===== config.mk =====
export PLATFORM = sky130hd
export DESIGN_NAME = energy_voice_activity_segmenter
export DESIGN_NICKNAME = d
export VERILOG_FILES = /design/src/hdl/evs_pkg.sv /design/src/hdl/energy_voice_activity_segmenter.sv /design/src/hdl/evs_fifo.sv /design/src/hdl/evs_front.sv /design/src/hdl/evs_back.sv
export SDC_FILE = /design/constraint.sdc
export NUM_CORES = 1
export LEC_CHECK = 0
export BUFFER_PORTS_ARGS = -buffer_cell sky130_fd_sc_hd__buf_2
export CELL_PAD_IN_SITES_DETAIL_PLACEMENT = 1
export CELL_PAD_IN_SITES_GLOBAL_PLACEMENT = 1
export CORE_MARGIN = 4
export CORE_UTILIZATION = 51
export CTS_CLUSTER_SIZE = 28
export DETAILED_ROUTE_END_ITERATION = 12
export HOLD_SLACK_MARGIN = 0.15
export PLACE_DENSITY = 0.81
export SYNTH_ARGS = -nofsm -noshare
export SYNTH_HDL_FRONTEND = slang
export SYNTH_SLANG_ARGS = --single-unit

===== constraint.sdc =====
create_clock -name clk -period 30.6 [get_ports clk]
set_input_delay 1.53 -clock clk [delete_from_list [all_inputs] [get_ports clk]]
set_output_delay 1.53 -clock clk [all_outputs]
set_load 0.01 [all_outputs]

===== src/hdl/evs_pkg.sv =====
// shared constants and types for the energy voice activity segmenter
`timescale 1ns / 1ps
`default_nettype none

package evs_pkg;

  // fixed field widths
  localparam int SAMPLE_BITS    = 16;
  localparam int FRAME_LEN_BITS = 12;
  localparam int THRESH_BITS    = 16;
  localparam int OUT_BITS       = 32;
  localparam int CFG_INDEX_BITS = 2;
  localparam int CFG_DATA_BITS  = 16;

  // defaults for the top level parameters
  localparam int MAX_FRAME_DEF  = 2048;
  localparam int INDEX_BITS_DEF = 32;

  // queue depths, powers of two
  localparam int EVQ_DEPTH = 2;
  localparam int RESQ_DEPTH = 2;

  // register reset values
  localparam logic [FRAME_LEN_BITS-1:0] FRAME_LEN_RESET = 12'd160;
  localparam logic [THRESH_BITS-1:0]    THRESH_RESET    = 16'd328;

  // configuration register indexes
  typedef enum logic [CFG_INDEX_BITS-1:0] {
    REG_FRAME_LENGTH     = 2'd0,
    REG_ENERGY_THRESHOLD = 2'd1
  } cfg_reg_t;

endpackage

`default_nettype wire


===== src/hdl/energy_voice_activity_segmenter.sv =====
// top level of the energy voice activity segmenter
//
//   channel   handshake              payload
//   input     push / full            sample, last_sample
//   result    empty / pop            segment_start, segment_end
//   config    cfg_valid / cfg_ready  cfg_index, cfg_data
//
// one sample is taken every cycle while full is low; the front end accumulates and the back
// end does the loudness multiply and compare, one frame-end word per cycle while the result
// queue has room. a result reaches the result ports through the event queue and then the result queue.
// reset is synchronous and clears all frame and segment state and the queues.
// full rises only when the two-word event queue fills, which happens when
// the result queue is full and pop is held low.
`timescale 1ns / 1ps
`default_nettype none

module energy_voice_activity_segmenter #(
  parameter int MAX_FRAME  = evs_pkg::MAX_FRAME_DEF,
  parameter int INDEX_BITS = evs_pkg::INDEX_BITS_DEF
) (
  input  wire logic                                clk,
  input  wire logic                                rst,
  input  wire logic [evs_pkg::SAMPLE_BITS-1:0]     sample,
  input  wire logic                                last_sample,
  input  wire logic                                push,
  output logic                                     full,
  output logic [evs_pkg::OUT_BITS-1:0]             segment_start,
  output logic [evs_pkg::OUT_BITS-1:0]             segment_end,
  output logic                                     empty,
  input  wire logic                                pop,
  input  wire logic                                cfg_valid,
  output logic                                     cfg_ready,
  input  wire logic [evs_pkg::CFG_INDEX_BITS-1:0]  cfg_index,
  input  wire logic [evs_pkg::CFG_DATA_BITS-1:0]   cfg_data
);

  localparam int SUM_BITS  = $clog2(MAX_FRAME) + evs_pkg::SAMPLE_BITS;
  localparam int FILL_BITS = $clog2(MAX_FRAME + 1);
  localparam int EVT_BITS  = SUM_BITS + FILL_BITS + 2 * INDEX_BITS + 1;
  localparam int RES_BITS  = 2 * evs_pkg::OUT_BITS;

  logic [evs_pkg::FRAME_LEN_BITS-1:0] frame_length;
  logic [evs_pkg::THRESH_BITS-1:0]    energy_threshold;

  logic                evt_push;
  logic [EVT_BITS-1:0] evt_wr_data;
  logic                evt_full;
  logic                evt_pop;
  logic [EVT_BITS-1:0] evt_rd_data;
  logic                evt_empty;
  logic                res_push;
  logic [RES_BITS-1:0] res_wr_data;
  logic                res_full;
  logic [RES_BITS-1:0] res_rd_data;

  // configuration registers
  assign cfg_ready = 1'b1;
  always_ff @(posedge clk) begin
    if (rst) begin
      frame_length     <= evs_pkg::FRAME_LEN_RESET;
      energy_threshold <= evs_pkg::THRESH_RESET;
    end else if (cfg_valid) begin
      unique case (cfg_index)
        evs_pkg::REG_FRAME_LENGTH: begin
          frame_length <= cfg_data[evs_pkg::FRAME_LEN_BITS-1:0];
        end
        evs_pkg::REG_ENERGY_THRESHOLD: begin
          energy_threshold <= cfg_data[evs_pkg::THRESH_BITS-1:0];
        end
        default: begin
        end
      endcase
    end
  end

  // front end
  evs_front #(
    .MAX_FRAME  (MAX_FRAME),
    .INDEX_BITS (INDEX_BITS)
  ) u_front (
    .clk          (clk),
    .rst          (rst),
    .sample       (sample),
    .last_sample  (last_sample),
    .push         (push),
    .full         (full),
    .frame_length (frame_length),
    .evt_push     (evt_push),
    .evt_data     (evt_wr_data),
    .evt_full     (evt_full)
  );

  // frame-end event queue
  evs_fifo #(
    .WIDTH (EVT_BITS),
    .DEPTH (evs_pkg::EVQ_DEPTH)
  ) u_evq (
    .clk     (clk),
    .rst     (rst),
    .wr_en   (evt_push),
    .wr_data (evt_wr_data),
    .full    (evt_full),
    .rd_en   (evt_pop),
    .rd_data (evt_rd_data),
    .empty   (evt_empty)
  );

  // back end
  evs_back #(
    .MAX_FRAME  (MAX_FRAME),
    .INDEX_BITS (INDEX_BITS)
  ) u_back (
    .clk              (clk),
    .rst              (rst),
    .energy_threshold (energy_threshold),
    .evt_data         (evt_rd_data),
    .evt_empty        (evt_empty),
    .evt_pop          (evt_pop),
    .res_push         (res_push),
    .res_data         (res_wr_data),
    .res_full         (res_full)
  );

  // result queue
  evs_fifo #(
    .WIDTH (RES_BITS),
    .DEPTH (evs_pkg::RESQ_DEPTH)
  ) u_resq (
    .clk     (clk),
    .rst     (rst),
    .wr_en   (res_push),
    .wr_data (res_wr_data),
    .full    (res_full),
    .rd_en   (pop),
    .rd_data (res_rd_data),
    .empty   (empty)
  );

  assign {segment_start, segment_end} = res_rd_data;

endmodule

`default_nettype wire


===== src/hdl/evs_fifo.sv =====
// small first-in first-out queue built from registers
`timescale 1ns / 1ps
`default_nettype none

module evs_fifo #(
  parameter int WIDTH = 8,
  parameter int DEPTH = 2
) (
  input  wire logic             clk,
  input  wire logic             rst,
  input  wire logic             wr_en,
  input  wire logic [WIDTH-1:0] wr_data,
  output logic                  full,
  input  wire logic             rd_en,
  output logic [WIDTH-1:0]      rd_data,
  output logic                  empty
);

  localparam int PTR_BITS = (DEPTH > 1) ? $clog2(DEPTH) : 1;
  localparam int CNT_BITS = $clog2(DEPTH + 1);

  logic [WIDTH-1:0]    mem [DEPTH];
  logic [PTR_BITS-1:0] wr_ptr;
  logic [PTR_BITS-1:0] rd_ptr;
  logic [CNT_BITS-1:0] count;
  logic                do_wr;
  logic                do_rd;

  // status
  assign full    = (count == CNT_BITS'(DEPTH));
  assign empty   = (count == '0);
  assign do_wr   = wr_en & ~full;
  assign do_rd   = rd_en & ~empty;
  assign rd_data = mem[rd_ptr];

  // storage
  always_ff @(posedge clk) begin
    if (do_wr) begin
      mem[wr_ptr] <= wr_data;
    end
  end

  // pointers and fill count
  always_ff @(posedge clk) begin
    if (rst) begin
      wr_ptr <= '0;
      rd_ptr <= '0;
      count  <= '0;
    end else begin
      if (do_wr) begin
        wr_ptr <= (wr_ptr == PTR_BITS'(DEPTH - 1)) ? '0 : wr_ptr + 1'b1;
      end
      if (do_rd) begin
        rd_ptr <= (rd_ptr == PTR_BITS'(DEPTH - 1)) ? '0 : rd_ptr + 1'b1;
      end
      if (do_wr & ~do_rd) begin
        count <= count + 1'b1;
      end else if (do_rd & ~do_wr) begin
        count <= count - 1'b1;
      end
    end
  end

endmodule

`default_nettype wire


===== src/hdl/evs_front.sv =====
// front end: sample magnitude, frame accumulation and frame-end events
`timescale 1ns / 1ps
`default_nettype none

module evs_front #(
  parameter int MAX_FRAME  = evs_pkg::MAX_FRAME_DEF,
  parameter int INDEX_BITS = evs_pkg::INDEX_BITS_DEF,
  localparam int SUM_BITS  = $clog2(MAX_FRAME) + evs_pkg::SAMPLE_BITS,
  localparam int FILL_BITS = $clog2(MAX_FRAME + 1),
  localparam int EVT_BITS  = SUM_BITS + FILL_BITS + 2 * INDEX_BITS + 1
) (
  input  wire logic                                clk,
  input  wire logic                                rst,
  input  wire logic [evs_pkg::SAMPLE_BITS-1:0]     sample,
  input  wire logic                                last_sample,
  input  wire logic                                push,
  output logic                                     full,
  input  wire logic [evs_pkg::FRAME_LEN_BITS-1:0]  frame_length,
  output logic                                     evt_push,
  output logic [EVT_BITS-1:0]                      evt_data,
  input  wire logic                                evt_full
);

  localparam int LEN_BITS = (FILL_BITS > evs_pkg::FRAME_LEN_BITS) ?
                            FILL_BITS : evs_pkg::FRAME_LEN_BITS;

  logic [SUM_BITS-1:0]             frame_sum;
  logic [FILL_BITS-1:0]            frame_fill;
  logic [INDEX_BITS-1:0]           sample_index;
  logic [INDEX_BITS-1:0]           frame_start_index;

  logic                            accept;
  logic [evs_pkg::SAMPLE_BITS-1:0] mag;
  logic [SUM_BITS-1:0]             sum_next;
  logic [FILL_BITS-1:0]            fill_next;
  logic [INDEX_BITS-1:0]           index_next;
  logic [LEN_BITS-1:0]             len_raw;
  logic [LEN_BITS-1:0]             len_eff;
  logic                            frame_done;

  // a sample waits while the event queue has no room
  assign full   = evt_full;
  assign accept = push & ~evt_full;

  // magnitude of the two's complement sample, 0 to 32768
  assign mag = sample[evs_pkg::SAMPLE_BITS-1] ? (~sample + 1'b1) : sample;

  // effective frame length: zero reads as one, clamp at the maximum
  assign len_raw = LEN_BITS'(frame_length);
  always_comb begin
    priority if (len_raw == '0) begin
      len_eff = LEN_BITS'(1);
    end else if (len_raw > LEN_BITS'(MAX_FRAME)) begin
      len_eff = LEN_BITS'(MAX_FRAME);
    end else begin
      len_eff = len_raw;
    end
  end

  // running values including this sample
  assign sum_next   = frame_sum + SUM_BITS'(mag);
  assign fill_next  = frame_fill + 1'b1;
  assign index_next = (&sample_index) ? sample_index : sample_index + 1'b1;
  assign frame_done = (LEN_BITS'(fill_next) >= len_eff) | last_sample;

  // frame-end word for the back end
  assign evt_push = accept & frame_done;
  assign evt_data = {sum_next, fill_next, frame_start_index, index_next, last_sample};

  // frame state
  always_ff @(posedge clk) begin
    if (rst) begin
      frame_sum         <= '0;
      frame_fill        <= '0;
      sample_index      <= '0;
      frame_start_index <= '0;
    end else if (accept) begin
      if (last_sample) begin
        frame_sum         <= '0;
        frame_fill        <= '0;
        sample_index      <= '0;
        frame_start_index <= '0;
      end else if (frame_done) begin
        frame_sum         <= '0;
        frame_fill        <= '0;
        sample_index      <= index_next;
        frame_start_index <= index_next;
      end else begin
        frame_sum    <= sum_next;
        frame_fill   <= fill_next;
        sample_index <= index_next;
      end
    end
  end

endmodule

`default_nettype wire


===== src/hdl/evs_back.sv =====
// back end: loudness test per frame and speech segment tracking
`timescale 1ns / 1ps
`default_nettype none

module evs_back #(
  parameter int MAX_FRAME  = evs_pkg::MAX_FRAME_DEF,
  parameter int INDEX_BITS = evs_pkg::INDEX_BITS_DEF,
  localparam int SUM_BITS  = $clog2(MAX_FRAME) + evs_pkg::SAMPLE_BITS,
  localparam int FILL_BITS = $clog2(MAX_FRAME + 1),
  localparam int EVT_BITS  = SUM_BITS + FILL_BITS + 2 * INDEX_BITS + 1,
  localparam int RES_BITS  = 2 * evs_pkg::OUT_BITS
) (
  input  wire logic                             clk,
  input  wire logic                             rst,
  input  wire logic [evs_pkg::THRESH_BITS-1:0]  energy_threshold,
  input  wire logic [EVT_BITS-1:0]              evt_data,
  input  wire logic                             evt_empty,
  output logic                                  evt_pop,
  output logic                                  res_push,
  output logic [RES_BITS-1:0]                   res_data,
  input  wire logic                             res_full
);

  localparam int PROD_BITS = evs_pkg::THRESH_BITS + FILL_BITS;
  localparam int CMP_BITS  = (PROD_BITS > SUM_BITS) ? PROD_BITS : SUM_BITS;

  logic                  speech_open;
  logic [INDEX_BITS-1:0] open_segment_start;
  logic                  speech_open_next;
  logic [INDEX_BITS-1:0] open_segment_start_next;

  logic [SUM_BITS-1:0]   e_sum;
  logic [FILL_BITS-1:0]  e_fill;
  logic [INDEX_BITS-1:0] e_start;
  logic [INDEX_BITS-1:0] e_index;
  logic                  e_last;
  logic [PROD_BITS-1:0]  limit;
  logic                  loud;
  logic                  go;
  logic                  emit;
  logic [INDEX_BITS-1:0] seg_lo;
  logic [INDEX_BITS-1:0] seg_hi;

  // unpack the frame-end word
  assign {e_sum, e_fill, e_start, e_index, e_last} = evt_data;

  // take a word only when a result could be queued
  assign go      = ~evt_empty & ~res_full;
  assign evt_pop = go;

  // mean above threshold, tested as sum against threshold times fill
  assign limit = PROD_BITS'(energy_threshold) * PROD_BITS'(e_fill);
  assign loud  = CMP_BITS'(e_sum) > CMP_BITS'(limit);

  // segment tracking
  always_comb begin
    speech_open_next        = speech_open;
    open_segment_start_next = open_segment_start;
    emit                    = 1'b0;
    seg_lo                  = open_segment_start;
    seg_hi                  = e_start;
    if (loud && !speech_open) begin
      speech_open_next        = 1'b1;
      open_segment_start_next = e_start;
    end else if (!loud && speech_open) begin
      speech_open_next = 1'b0;
      emit             = 1'b1;
    end
    // end of buffer closes an open segment at the sample count
    if (e_last) begin
      if (speech_open_next) begin
        emit   = 1'b1;
        seg_lo = open_segment_start_next;
        seg_hi = e_index;
      end
      speech_open_next        = 1'b0;
      open_segment_start_next = '0;
    end
  end

  assign res_push = go & emit;
  assign res_data = {evs_pkg::OUT_BITS'(seg_lo), evs_pkg::OUT_BITS'(seg_hi)};

  // speech state
  always_ff @(posedge clk) begin
    if (rst) begin
      speech_open        <= 1'b0;
      open_segment_start <= '0;
    end else if (go) begin
      speech_open        <= speech_open_next;
      open_segment_start <= open_segment_start_next;
    end
  end

endmodule

`default_nettype wire


* Yosys cells after proc, flatten, opt, wreduce, memory -nomap -nowiden *
Memory sizes are Yosys's and may differ from the RTL's. A register that Yosys moved wholly into a read port is not among the register bits.
Cells that the tools add are included.

storage, ports and cells
  RAM bits = 336
  latch bits = 0
  register bits after elaboration = 172
  bits in read-only memories = 0
  logic and storage cells = 112
  memories = 2
  bits of input ports = 40
  output and inout port bits = 67

cells by class
  mux-type cells = 40
  equality and inequality tests = 3
  order comparisons = 3
  shifts and indexed selects = 0
  reductions and logical operators = 15
  bitwise logic cells = 22
  $add $sub $neg = 12
  multipliers = 1
  div/mod/pow operators = 0

memories
  memory      words  width  read ports  clocked after memory_dff  wr ports  RTL line        RTL
  u_evq.mem   2      104    1           1                         1         evs_fifo.sv:22  logic [WIDTH-1:0] mem [DEPTH];
  u_resq.mem  2      64     1           1                         1         evs_fifo.sv:22

operators by type and width
  cell                                                    count
  two-way mux 32 bit                                      10
  two-way mux 27 bit                                      2
  two-way mux 12 bit                                      4
  adder 32 x 1 -> 32 bit (second input constant)          1
  AND reduction 32 bit                                    1
  greater-than comparator 27 x 28 -> 1 bit                1
  multiplier 16 x 12 -> 28 bit                            1
  adder 27 x 16 -> 27 bit                                 1
  two-way mux 1 bit                                       19
  adder 16 x 1 -> 16 bit (second input constant)          1
  two-way mux 16 bit                                      1
  NOT 16 bit                                              1
  adder 12 x 1 -> 12 bit (second input constant)          1
  bitwise AND 1 bit                                       12
  >= comparator 12 bit                                    1
  greater-than comparator 12 bit (second input constant)  1
  logical NOT 12 bit                                      1
  two-way mux 2 bit                                       4
  NOT 1 bit                                               8
  logical NOT 2 bit                                       3
  AND reduction 2 bit                                     3
  nonzero test 2 bit                                      3
  adder 1 bit (second input constant)                     4
  adder 2 x 1 -> 2 bit (second input constant)            2
  other kinds (6)                                         10

* Longest topological paths before layout *
  depth in word-level cells = 14
  gate-level depth with buffers = 36

* By module *
A second synthesis with hierarchy kept.

unflattened totals
  cells, all modules = 2510
  area total of the unflattened synthesis = 29315.6 um2

by module, submodules not included
  module                           area an instance (um2)  instances  cells each
  evs_back                         8528.2                  1          956
  evs_fifo (u_evq)                 7973.9                  1          349
  evs_front                        6769.0                  1          861
  evs_fifo (u_resq)                4832.1                  1          224
  energy_voice_activity_segmenter  1212.4                  1          120

* Worst setup path after synthesis *
Ideal clock, no wire load.

  path kind = reg-to-reg
  start = register with a tool-made name
  end = memory u_resq.mem[0][0] (netlist bit) (enable)
  cell stages (with the launch flop) = 32
  slack = 19527 ps
  path buffers = 3
  data arrival time = 10579 ps
  cell sequence = dfxtp_1 clkbuf_1 clkbuf_1 mux2_2 clkbuf_1 nand2_1 fa_1 fa_1 inv_1 fa_1 fa_1 inv_1 fa_1 inv_1 ha_1 a21o_1 a21o_1 a2111oi_0 o21ai_0 o211ai_1 o211ai_1 nand2_1 xor2_1 ha_1 nand4_1 nor2_1 a221o_1 o21ai_0 nand2_1 o2111ai_1 mux2i_1 nor2b_1

RTL lines
  item           RTL line
  end, declared  evs_fifo.sv:22

==> impl_results.md <==
- Cell type group with the largest total delay on the critical path: compound AO/OA/AOI/OAI gates
- Reported net switching power: 1010 uW
- Layout overhead on the synthesized area: 10.1%
- Leakage Power: between 0.01 and 0.015 uW
- Number of buffer and inverter stages on the critical path: 5
- Pin count of the biggest net entering global routing: 81
- Max Freq: roughly 100 MHz
- Global-route wire length before repair: 117000 um
- Crit path arrival time: between 10000 and 15000 ps
- Vias in the first global route: 21400
- Total die area: between 0.05 and 0.06 mm2
- Count of antenna-violating nets left after detailed routing: 0
- Post-place setup slack: between 20000 and 25000 ps
- Number of detailed-route iterations in the first pass: 5
- Syn_nets: ~2800
- Post-synthesis cell area: 0.0282 mm2
- Overall fraction of global-route tracks in use: 0.250
- CTS root buffer: clkbuf_16
- Req. time, crit path: roughly 31000 ps
- Highest cell delay on the worst timing path: approximately 740 ps
- Final worst-path cycle share: 0.328
- Hold buffer count at cts: 0
- Number of buffers on the longest clock path: 3
- Area used by multi-input combinational logic: 0.0134 mm2
- Type of element capturing the critical path: flop
- Total count of max-transition violations in the final report: 0
- Share of the yosys chip area belonging to registers: 0.482
- Clock Latency Late Sink: around 620 ps
- Fraction of registers with async set/reset: 0
- Number of storage elements in the synthesis netlist: approximately 500
- Reg area: 0.0136 mm2
- Worst-Margin Slew: between 1000 and 1500 ps
- Internal power: around 1700 uW
- Run status: finished clean
- Clock tree from TritonCTS: yes
- Kind of critical path: flop to flop
- Post-CTS resize count: 0
- Core ar.: 0.0542 mm2
- Setup violations, final: 0
- Netlist cell types: 61
- Max-slew headroom at the worst pin: 0.164
- Number of violations of the max-capacitance limit: 0
- Final Worst Setup Slack: 20560 ps
- Detailed-route vias per instance: slightly below 6
- Setup TNS: 0 ps
- Power density of the placed cells: about 86 mW/mm2
- Critical Path Fanout Max: 56
- Main flop type after synthesis: edfxtp_1
- Iteration-0 DRC count of the detailed router: around 1200
- Antenna violations before repair: 1
- Cells on Worst Hold Path: 0
- Routed len/inst: around 23 um
- Max IR drop VDD: about 45 uV
- Number of enable flip-flop cells after synthesis: ~340
- Endpoint of the worst register-to-register path: u_resq.mem[0][28]
- Cts bufs inserted: between 50 and 60
- Proportion of power drawn by combinational gates: 0.441
- Cell repeated most along the worst path: fa_1
- Clock skew after layout: around 40 ps
- Classification of the worst-slack hold path: flop to flop
- Starting Density: 0.519
- FP Rows: 85
- Clock Power Share: 0.238
- Routed wire length: 74000 um
- Number of warnings printed during yosys synthesis: 0
- Ratio of cells with drive above 1 in the final layout: 0.162
- Horizontal die dimension: ~240 um
- Worst R2R Path Depth: 29
- Gate count of the mapped netlist: around 2400
- Number of remaining DRC errors: 0
- Post-CTS Repair Setup Buffers: 0
- Number of primary I/O pins: roughly 110
- Final Critical Period: ~10000 ps
- Sequential cell fraction of total power: 0.321
- Layout Nets: around 2800
- Worst Min Path Start: u_front.frame_start_index[28]
- Sw frac: 0.377
- Htree depth: 2
- DR vias: around 19000
- Total count of hold-check failures in the final report: 0
- Dpl hpwl: 51100 um
- Nature of the critical path startpoint: flop
- # fillers: 5641
- CP max-delay cell: o2111ai_1
- Placer Congestion: just under 0.9
- Reg2reg setup slack: between 20000 and 25000 ps
- Number of sinks driven by the clock tree: 510
- Mean instance size in the synthesized netlist: 11.5 um2
- Y dimension of the die: approximately 240 um
- Overflow left after global routing: 0
- RSZ-0062 raised after global routing: no
- Clock-pin slew of the registers on the worst-case setup and hold paths: around 60 ps
- Count of buffers from port buffering: ~110
- Worst Hold Path EP: u_evq.mem[0][61]
## how the worst max path moves through the flow
stage,startpoint,end,slack [ps],cells past startpoint
3_3_place_gp,flop,u_resq.mem[0][26],20930,29
6_report,flop,u_resq.mem[0][28],20560,29
2_1_floorplan,flop,u_resq.mem[0][0],19530,31
4_1_cts,flop,u_resq.mem[0][28],20550,29
5_1_grt,flop,u_resq.mem[0][29],19950,29
3_5_place_dp,flop,u_resq.mem[0][26],20580,29
## registers in the layout, indices dropped and copies added (netlist names), named ones only
signal / count
u_resq.rd_ptr: 1
energy_threshold: 16
u_evq.count: 2
u_front.sample_index: 32
u_resq.wr_ptr: 1
u_back.speech_open: 1
u_evq.wr_ptr: 1
u_evq.mem: 208
u_front.frame_start_index: 32
u_evq.rd_ptr: 1
u_back.open_segment_start: 32
frame_length: 12
u_resq.mem: 128
u_front.frame_sum: 27
u_resq.count: 2
u_front.frame_fill: 12
## stage by stage
step	hold WS [ps]	area, um2	std cells	total power [uW]	util
5_1_grt	446	31000	3247	2850	0.572
2_1_floorplan	425	28200	2445	1690	-
3_5_place_dp	440	29300	3148	2030	0.540
4_1_cts	421	31000	3246	2690	0.572
3_3_place_gp	432	29300	3148	1970	0.540
6_report	431	31000	3247	2670	0.572
## cell usage in the layout, fill, tap and decap left out, types with 52 or more instances in the layout
cell type	n
o21ai_0	56
inv_1	222
ha_1	126
xnor2_1	71
a21oi_1	141
nand2_1	317
dfxtp_1	172
nor2_1	92
fa_1	141
mux2_2	168
edfxtp_1	336
and2_1	71
clkbuf_16	52
buf_2	104
## synthesized netlist by cell type, drive strengths merged (17+ instances only)
| library cell | number | area (um2) |
|---|---|---|
| nor2 | 94 | 353 |
| nand3 | 46 | 230 |
| mux4 | 32 | 721 |
| a21o | 17 | 128 |
| a22oi | 20 | 150 |
| or3 | 21 | 131 |
| edfxtp | 336 | 10100 |
| nand3b | 22 | 165 |
| and3 | 22 | 138 |
| o21ai | 60 | 300 |
| nand4 | 17 | 106 |
| nand2 | 317 | 1190 |
| a22o | 35 | 307 |
| dfxtp | 174 | 3480 |
| nor2b | 17 | 106 |
| and2 | 72 | 450 |
| fa | 141 | 2820 |
| xnor2 | 71 | 622 |
| mux2 | 168 | 1890 |
| a21oi | 141 | 706 |
| inv | 222 | 833 |
| nor3 | 23 | 120 |
| clkbuf | 99 | 372 |
| ha | 126 | 1580 |
| buf | 18 | 90.1 |
| xor2 | 36 | 315 |
## power by group through the flow
stage / registers [uW] / logic, uW / clock network (uW)
after floorplan: 857 / 833 / 0
after global routing: 863 / 1310 / 677
after CTS: 858 / 1190 / 647
final: 857 / 1180 / 635
after detailed placement: 871 / 1160 / 0
after global placement: 866 / 1110 / 0
## layout make-up
type / count / share of cell area
multi-input combinational: 1596 / 0.430
tap: 696 / 0.0281
sequential: 510 / 0.438
clock inverter: 18 / 0.00742
timing repair buffer: 124 / 0.0216
antenna: 1 / 0.0000806
inverter: 222 / 0.0269
clock buffer: 80 / 0.0479
## routing by layer
layer | part of all wire | vias to the layer above | global-route usage | wire (um)
met2 | 0.52 | 574 | 0.453 | 38500
met5 | 0 | - | 0 | 0
met1 | 0.39 | 9779 | 0.301 | 29000
met3 | 0.052 | 179 | 0.0420 | 3840
met4 | 0.036 | 0 | 0.0918 | 2690
li1 | - | 8606 | - | -
## cells by family after synthesis
kind of cell	share of synthesized area
other	0.000133
adders and majority gates	0.156
xor gates and xnor gates	0.0333
buffers and inverters	0.0460
muxes	0.0941
and+or+nand+nor	0.116
DFF	0.482
AOI/OAI and AO/OA	0.0731
Power figures use the tool's default switching activity.
